--- src/design/kcft_pkg.sv ---
// Shared types and constants for the knob change and freeze tracker.
package kcft_pkg;

	// Number of knobs; each knob has a field port of its own
	localparam int KNOB_COUNT = 3;

	// Register widths
	localparam int TOL_W      = 8;
	localparam int FD_W       = 10;
	localparam int LIMIT_W    = 8;
	localparam int COUNT_W    = LIMIT_W + 1;
	localparam int CFG_DATA_W = 10;
	localparam int CFG_IDX_W  = 2;
	localparam int CMD_W      = 2;

	// Register reset values
	localparam logic [TOL_W-1:0]   TOL_RST   = TOL_W'(2);
	localparam logic [FD_W-1:0]    FD_RST    = FD_W'(8);
	localparam logic [LIMIT_W-1:0] LIMIT_RST = LIMIT_W'(16);

	// Register indexes
	localparam logic [CFG_IDX_W-1:0] REG_TOLERANCE        = 2'd0;
	localparam logic [CFG_IDX_W-1:0] REG_FREEZE_DISTANCE  = 2'd1;
	localparam logic [CFG_IDX_W-1:0] REG_IDLE_LIMIT       = 2'd2;
	localparam logic [CFG_IDX_W-1:0] REG_EXTERNAL_RELEASE = 2'd3;

	// Commands
	typedef enum logic [CMD_W-1:0] {
		CMD_SCAN     = 2'd0,
		CMD_FREEZE   = 2'd1,
		CMD_UNFREEZE = 2'd2
	} cmd_t;

	// What one knob lane found in a scan
	typedef struct packed {
		logic far;    // jump beyond freeze distance
		logic moved;  // jump beyond tolerance
	} lane_flags_t;

	// Tracker state shared across knobs
	typedef struct packed {
		logic [KNOB_COUNT-1:0] changed;
		logic [KNOB_COUNT-1:0] frozen;
		logic [COUNT_W-1:0]    count;
	} track_state_t;

endpackage

--- src/design/kcft_lane.sv ---
// One knob lane: distance from the kept value and threshold compares.
module kcft_lane #(
	parameter int READING_BITS = 10
) (
	input  logic [READING_BITS-1:0]     reading,
	input  logic [READING_BITS-1:0]     kept,
	input  logic [kcft_pkg::TOL_W-1:0]  tolerance,
	input  logic [kcft_pkg::FD_W-1:0]   freeze_distance,
	output kcft_pkg::lane_flags_t       flags
);
	import kcft_pkg::*;

	localparam int CMP_W = (READING_BITS > FD_W) ? READING_BITS : FD_W;

	logic [READING_BITS-1:0] jump;

	// absolute difference
	assign jump = (reading > kept) ? (reading - kept) : (kept - reading);

	// compares at a common width
	assign flags.far   = CMP_W'(jump) > CMP_W'(freeze_distance);
	assign flags.moved = CMP_W'(jump) > CMP_W'(tolerance);

endmodule

--- src/design/kcft_merge.sv ---
// Merge stage: walks lane flags in knob order through the shared counter.
module kcft_merge (
	input  logic [kcft_pkg::CMD_W-1:0]                          cmd,
	input  logic [kcft_pkg::KNOB_COUNT-1:0]                     knob_mask,
	input  kcft_pkg::lane_flags_t [kcft_pkg::KNOB_COUNT-1:0]    flags,
	input  logic [kcft_pkg::LIMIT_W-1:0]                        idle_limit,
	input  logic                                                external_release,
	input  kcft_pkg::track_state_t                              cur,
	output kcft_pkg::track_state_t                              nxt
);
	import kcft_pkg::*;

	logic [KNOB_COUNT-1:0] release_hit;
	logic [COUNT_W-1:0]    limit_ext;

	// frozen knobs that jumped far enough to let go, unless external release is set
	always_comb begin
		for (int i = 0; i < KNOB_COUNT; i++) begin
			release_hit[i] = !external_release && cur.frozen[i] && flags[i].far;
		end
	end

	assign limit_ext = COUNT_W'(idle_limit);

	// counter chain in knob order, then command handling
	always_comb begin
		nxt = cur;
		unique case (cmd_t'(cmd))
			CMD_SCAN: begin
				nxt.frozen = cur.frozen & ~release_hit;
				for (int i = 0; i < KNOB_COUNT; i++) begin
					if (flags[i].moved) begin
						nxt.changed[i] = 1'b1;
						nxt.count      = '0;
					end else if (nxt.count > limit_ext) begin
						nxt.changed[i] = 1'b0;
					end else begin
						nxt.changed[i] = release_hit[i];
						nxt.count      = nxt.count + COUNT_W'(1);
					end
				end
			end
			CMD_FREEZE:   nxt.frozen = cur.frozen | knob_mask;
			CMD_UNFREEZE: nxt.frozen = cur.frozen & ~knob_mask;
			default: ;
		endcase
	end

endmodule

--- src/design/kcft_skid.sv ---
// Two-entry result buffer between the tracker state and the output port.
module kcft_skid #(
	parameter int WIDTH = 8
) (
	input  logic             clk,
	input  logic             arst_n,
	input  logic             push,
	input  logic [WIDTH-1:0] push_data,
	output logic             full,
	input  logic             pop,
	output logic             not_empty,
	output logic [WIDTH-1:0] pop_data
);

	logic [WIDTH-1:0] mem_q [2];
	logic             wr_ptr_q;
	logic             rd_ptr_q;
	logic [1:0]       count_q;

	assign full      = count_q == 2'd2;
	assign not_empty = count_q != 2'd0;
	assign pop_data  = mem_q[rd_ptr_q];

	// entry storage
	always_ff @(posedge clk) begin
		if (push) begin
			mem_q[wr_ptr_q] <= push_data;
		end
	end

	// pointers and fill count
	always_ff @(posedge clk or negedge arst_n) begin
		if (!arst_n) begin
			wr_ptr_q <= 1'b0;
			rd_ptr_q <= 1'b0;
			count_q  <= 2'd0;
		end else begin
			if (push) begin
				wr_ptr_q <= ~wr_ptr_q;
			end
			if (pop) begin
				rd_ptr_q <= ~rd_ptr_q;
			end
			if (push && !pop) begin
				count_q <= count_q + 2'd1;
			end else if (pop && !push) begin
				count_q <= count_q - 2'd1;
			end
		end
	end

endmodule

--- src/design/knob_change_freeze_tracker_core.sv ---
// Top level of the knob change and freeze tracker.
//
//  channel  | handshake            | words
//  ---------+----------------------+----------------------------------------------
//  in       | in_valid / in_stall  | cmd, knob_mask, reading_0..2
//  out      | out_valid / out_stall| changed_mask, frozen_mask, value_0..2,
//           |                      | previous_0..2
//  cfg      | cfg_wen              | cfg_index, cfg_data
//
// One input word per cycle while in_stall is low; every word yields one registered result word.
// Lanes and the counter chain settle within the accepting cycle; the state
// registers and the two-entry result buffer load at that edge.
// in_stall rises only when both buffer entries hold results not yet taken.
// Reset: all knobs frozen, values, changed bits and activity counter zero.
module knob_change_freeze_tracker_core #(
	parameter int READING_BITS = 10
) (
	input  logic                                clk,
	input  logic                                arst_n,
	input  logic                                cfg_wen,
	input  logic [kcft_pkg::CFG_IDX_W-1:0]      cfg_index,
	input  logic [kcft_pkg::CFG_DATA_W-1:0]     cfg_data,
	input  logic                                in_valid,
	output logic                                in_stall,
	input  logic [kcft_pkg::CMD_W-1:0]          cmd,
	input  logic [kcft_pkg::KNOB_COUNT-1:0]     knob_mask,
	input  logic [READING_BITS-1:0]             reading_0,
	input  logic [READING_BITS-1:0]             reading_1,
	input  logic [READING_BITS-1:0]             reading_2,
	output logic                                out_valid,
	input  logic                                out_stall,
	output logic [kcft_pkg::KNOB_COUNT-1:0]     changed_mask,
	output logic [kcft_pkg::KNOB_COUNT-1:0]     frozen_mask,
	output logic [READING_BITS-1:0]             value_0,
	output logic [READING_BITS-1:0]             value_1,
	output logic [READING_BITS-1:0]             value_2,
	output logic [READING_BITS-1:0]             previous_0,
	output logic [READING_BITS-1:0]             previous_1,
	output logic [READING_BITS-1:0]             previous_2
);
	import kcft_pkg::*;

	localparam int VALS_W = KNOB_COUNT * READING_BITS;
	localparam int RES_W  = 2 * KNOB_COUNT + 2 * VALS_W;

	// configuration registers
	logic [TOL_W-1:0]   tolerance_q;
	logic [FD_W-1:0]    freeze_distance_q;
	logic [LIMIT_W-1:0] idle_limit_q;
	logic               external_release_q;

	// tracker state
	track_state_t            state_q;
	track_state_t            state_d;
	logic [VALS_W-1:0]       value_q;
	logic [VALS_W-1:0]       previous_q;
	logic [VALS_W-1:0]       value_d;
	logic [VALS_W-1:0]       previous_d;
	logic [VALS_W-1:0]       readings;

	lane_flags_t [KNOB_COUNT-1:0] flags;

	logic             accept;
	logic             is_scan;
	logic             buf_full;
	logic [RES_W-1:0] res_in;
	logic [RES_W-1:0] res_out;

	assign accept   = in_valid && !in_stall;
	assign in_stall = buf_full;
	assign is_scan  = cmd_t'(cmd) == CMD_SCAN;
	assign readings = {reading_2, reading_1, reading_0};

	// configuration writes
	always_ff @(posedge clk or negedge arst_n) begin
		if (!arst_n) begin
			tolerance_q        <= TOL_RST;
			freeze_distance_q  <= FD_RST;
			idle_limit_q       <= LIMIT_RST;
			external_release_q <= 1'b0;
		end else if (cfg_wen) begin
			unique case (cfg_index)
				REG_TOLERANCE:        tolerance_q        <= cfg_data[TOL_W-1:0];
				REG_FREEZE_DISTANCE:  freeze_distance_q  <= cfg_data[FD_W-1:0];
				REG_IDLE_LIMIT:       idle_limit_q       <= cfg_data[LIMIT_W-1:0];
				REG_EXTERNAL_RELEASE: external_release_q <= cfg_data[0];
				default: ;
			endcase
		end
	end

	// per-knob lanes
	for (genvar g = 0; g < KNOB_COUNT; g++) begin : g_lane
		kcft_lane #(
			.READING_BITS(READING_BITS)
		) u_lane (
			.reading         (readings[g*READING_BITS +: READING_BITS]),
			.kept            (value_q[g*READING_BITS +: READING_BITS]),
			.tolerance       (tolerance_q),
			.freeze_distance (freeze_distance_q),
			.flags           (flags[g])
		);
	end

	// merge lane flags through the shared counter
	kcft_merge u_merge (
		.cmd              (cmd),
		.knob_mask        (knob_mask),
		.flags            (flags),
		.idle_limit       (idle_limit_q),
		.external_release (external_release_q),
		.cur              (state_q),
		.nxt              (state_d)
	);

	// kept and previous values move only on a scan
	assign value_d    = is_scan ? readings : value_q;
	assign previous_d = is_scan ? value_q : previous_q;

	// state update on each accepted word
	always_ff @(posedge clk or negedge arst_n) begin
		if (!arst_n) begin
			state_q.changed <= '0;
			state_q.frozen  <= '1;
			state_q.count   <= '0;
			value_q         <= '0;
			previous_q      <= '0;
		end else if (accept) begin
			state_q    <= state_d;
			value_q    <= value_d;
			previous_q <= previous_d;
		end
	end

	// result buffer
	assign res_in = {state_d.changed, state_d.frozen, value_d, previous_d};

	kcft_skid #(
		.WIDTH(RES_W)
	) u_skid (
		.clk       (clk),
		.arst_n    (arst_n),
		.push      (accept),
		.push_data (res_in),
		.full      (buf_full),
		.pop       (out_valid && !out_stall),
		.not_empty (out_valid),
		.pop_data  (res_out)
	);

	// unpack result word
	assign changed_mask = res_out[RES_W-1 -: KNOB_COUNT];
	assign frozen_mask  = res_out[RES_W-KNOB_COUNT-1 -: KNOB_COUNT];
	assign value_0      = res_out[VALS_W + 0*READING_BITS +: READING_BITS];
	assign value_1      = res_out[VALS_W + 1*READING_BITS +: READING_BITS];
	assign value_2      = res_out[VALS_W + 2*READING_BITS +: READING_BITS];
	assign previous_0   = res_out[0*READING_BITS +: READING_BITS];
	assign previous_1   = res_out[1*READING_BITS +: READING_BITS];
	assign previous_2   = res_out[2*READING_BITS +: READING_BITS];

endmodule

--- config.mk ---
export PLATFORM = sky130hd
export DESIGN_NAME = knob_change_freeze_tracker_core
export DESIGN_NICKNAME = d
export VERILOG_FILES = /design/src/design/kcft_pkg.sv /design/src/design/kcft_lane.sv /design/src/design/kcft_merge.sv /design/src/design/kcft_skid.sv /design/src/design/knob_change_freeze_tracker_core.sv
export SDC_FILE = /design/constraint.sdc
export NUM_CORES = 1
export LEC_CHECK = 0
export ABC_CLOCK_PERIOD_IN_PS = 11480
export BUFFER_PORTS_ARGS = -buffer_cell sky130_fd_sc_hd__buf_2
export CORE_MARGIN = 5
export CORE_UTILIZATION = 40
export DETAILED_ROUTE_END_ITERATION = 10
export MAX_ROUTING_LAYER = met4
export PLACE_DENSITY_LB_ADDON = 0.2
export SYNTH_ARGS = -nofsm -noshare
export SYNTH_HDL_FRONTEND = slang
export SYNTH_SLANG_ARGS = --single-unit
--- constraint.sdc ---
create_clock -name clk -period 11.48 [get_ports clk]
set_input_delay 1.148 -clock clk [delete_from_list [all_inputs] [get_ports clk]]
set_output_delay 1.148 -clock clk [all_outputs]
set_load 0.02 [all_outputs]
==> results.py <==
metrics = {
    "outcome": {
        "run_status": "finished clean",
    },
    "clock_tree": {
        "cts_buffers": 26,
        "cts_resized": 0,
        "htreeDepth": 1,
        "clkSinkCount": 238,
        "root_buffer": "clkbuf_16",
        "cts_tree": "yes",
        "clockBufferDepth": 3,
        "ctsHoldBuffers": 0,
        "clk_pin_slew_ps": 60,
        "cts_setup_buffers": 0,
        "clkLatencyLatePin_ps": 540,
    },
    "sta": {
        "final_hold_viol_count": 0,
        "slew_headroom_pct": 33.3,
        "fmax_mhz": 107,
        "tns_ps": 0,
        "holdWs_ps": 472,
        "fin_crit_ps": 9310,
        "final_max_slew_viol_count": 0,
        "grt_setup_unrepaired": "no",
        "fin_skew_ps": 13.0,
        "worstMarginPinSlew_ps": 1000,
        "setup_viol": 0,
        "fin_crit_sh_pct": 81.1,
    },
    "global_route": {
        "grt_max_degree": 68,
        "met1_usage_pct": 24.3,
        "track_usage_pct": 18.4,
        "grt_pass1_vias": 10800,
        "globalRouteOverflowTotal": 0,
        "met3_usage_pct": 1.93,
        "antenna_found_initial": 0,
        "grt_pass1_wl_mm": 59.5,
        "gr-usage-met2_pct": 30.7,
        "grt-busiest-layer": "met2",
    },
    "layout": {
        "layout.nets": 1680,
        "postLayoutCellArea_um2": 16500,
        "fillCellCount": 3415,
        "layout_common_cells": "148 x nand2_1, 139 x ha_1, 132 x edfxtp_1, 131 x mux2_2, 128 x o21ai_0",
        "drive_gt1_share_pct": 21.2,
        "final_common_cell": "nand2_1",
        "diodes": 0,
        "final_core_util_pct": 45.5,
        "seqCellArea_um2": 6630,
        "area_growth_pct": 13.1,
        "multi_input_area_um2": 7430,
    },
    "power": {
        "seq_power_share_pct": 29.6,
        "p_sw_share_pct": 41.8,
        "peakVddDrop_uv": 159,
        "p_total_mw": 4.73,
        "intPower_mw": 2.75,
        "p_leak_nw": 7.05,
        "power_density_nw_per_um2": 286,
        "clockPowerShare_pct": 17.1,
        "netSwitchingPower_mw": 1.98,
        "p_comb_share_pct": 53.2,
    },
    "floorplanning": {
        "pin_count": 120,
        "core_area_um2": 36300,
        "start_util_pct": 40.3,
        "die_area_um2": 40500,
        "die_h_um": 201,
        "die_w_um": 201,
        "fp-row-count": 70,
    },
    "routing": {
        "ant_nets": 0,
        "wirelength_mm": 36.4,
        "vias": 10500,
        "wl_per_cell_um": 18.5,
        "dr.pass1.iters": 5,
        "drtIter0Drc": 693,
        "viasPerCell": 5.33,
        "drc": 0,
    },
    "synth": {
        "synth_edf_count": 132,
        "synth_fp_nets": 1571,
        "yosys_warnings": 0,
        "synthArstFlopShare_pct": 44.5,
        "ys_top_cells_by_area": "edfxtp_1 27%, dfrtp_1 17%, ha_1 12%",
        "synth_top_area_cell": "edfxtp_1",
        "synth_cell_types": 73,
        "synth_flop_cell": "edfxtp_1",
        "yosysTopAreaCellShare_pct": 27.1,
        "ys_seq_area_share_pct": 45.3,
        "avgSynthCellArea_um2": 10.6,
        "syn_area_um2": 14600,
        "syn_inst": 1374,
        "ys_ff_latch": 238,
    },
    "critical_path": {
        "slowest_stage": "or4_1",
        "worst_r2r_path_depth": 38,
        "end_kind": "flip-flop",
        "crit_top_cell": "ha_1",
        "start_kind": "primary input",
        "cp.arrival_ps": 9730,
        "slowest_delay_ps": 530,
        "reg2reg_from": "value_q[0]",
        "r2r_slack_ps": 2550,
        "r2r-end": "state_q[7]",
        "crit_required_ps": 11900,
        "critPathKind": "primary input to flip-flop",
        "critPathMaxFanout": 11,
    },
    "placed_design": {
        "gp_congestion": 0.906,
        "port_buffers": 119,
        "hpwlAfterDp_mm": 27.6,
        "place_area_um2": 15700,
    },
    "worst_hold_path": {
        "worst_hold_path_type": "flip-flop to flip-flop",
        "hold_end": "previous_q[21]",
        "hold_start": "previous_q[21]",
        "min_path_cells": 2,
    },
    "flow_run": {
        "maxCapViolCount": 0,
    },
}
per-stage QoR:
| stage | std cells | setup slack [ps] |
|---|---|---|
| after floorplan | 1374 | 2740 |
| after global placement | 1923 | 1800 |
| after detailed placement | 1923 | 1680 |
| after CTS | 1971 | 2170 |
| after global routing | 1971 | 1420 |
| final | 1971 | 2170 |
flip-flops by register name (all words and copies together) (netlist names), 2 cells and up:
name and cells:
u_skid.mem_q 132, freeze_distance_q 10, state_q 15, previous_q 30, u_skid.count_q 2, value_q 30
idle_limit_q 8, tolerance_q 8
cell usage after synthesis (17+ instances only):
| cell type | instances |
|---|---|
| nand2_1 | 149 |
| ha_1 | 139 |
| edfxtp_1 | 132 |
| mux2_2 | 131 |
| o21ai_0 | 128 |
| inv_1 | 109 |
| dfrtp_1 | 100 |
| a21oi_1 | 64 |
| nor2_1 | 50 |
| xnor2_1 | 32 |
| clkbuf_1 | 30 |
| a21o_1 | 24 |
| nand4_1 | 23 |
| o21a_1 | 23 |
| nand3_1 | 18 |
| nor3_1 | 17 |
layout make-up:
type / count / share of cell area (%)
Multi-Input combinational cell: 979 / 44.9
Timing Repair Buffer: 128 / 4.02
Sequential cell: 238 / 40.0
Tap cell: 468 / 3.54
Clock inverter: 13 / 0.794
Clock buffer: 35 / 4.20
Inverter: 110 / 2.50
worst max path at each step:
| stage | slack [ps] | from | to | depth (start not counted) |
|---|---|---|---|---|
| final | 2170 | reading_0[0] | state_q[7] | 40 |
| after global routing | 1420 | reading_0[0] | state_q[7] | 40 |
| after CTS | 2170 | reading_0[0] | state_q[7] | 40 |
| after detailed placement | 1680 | reading_0[0] | state_q[7] | 40 |
| after global placement | 1800 | reading_0[0] | state_q[7] | 40 |
| after floorplan | 2740 | reading_0[0] | state_q[7] | 40 |
metal layers:
layer | up-vias | part of all wire (%)
li1 | 5208 | -
met1 | 5057 | 47
met2 | 191 | 48
met3 | 53 | 3.2
met4 | 0 | 2.4
met5 | - | 0
power groups by stage:
stage,registers [mW],logic (mW),clock network [mW]
2_1_floorplan,1.37,1.89,0
3_3_place_gp,1.41,2.49,0
3_5_place_dp,1.42,2.51,0
4_1_cts,1.41,2.53,0.833
5_1_grt,1.43,2.83,0.871
6_report,1.40,2.52,0.810
logic make-up (layout without fill, tap and decap cells):
group	count (synthesis)	in the layout	synth area share (%)
compound gates	326	326	13.9
xor+xnor	44	44	2.63
fa+ha+maj	145	145	12.7
buf+inv	157	286	4.12
flops	238	238	45.3
mux	146	146	11.1
simple gates	318	318	10.2
worst max-delay path: cells and delay by family:
family | cells | cell delay (ps)
compound gates | 19 | 4430
xor+xnor | 2 | 280
fa+ha+maj | 5 | 1310
buf+inv | 3 | 230
mux | 1 | 310
simple gates | 10 | 2000
Note: power is estimated with default switching activity, not from simulation.
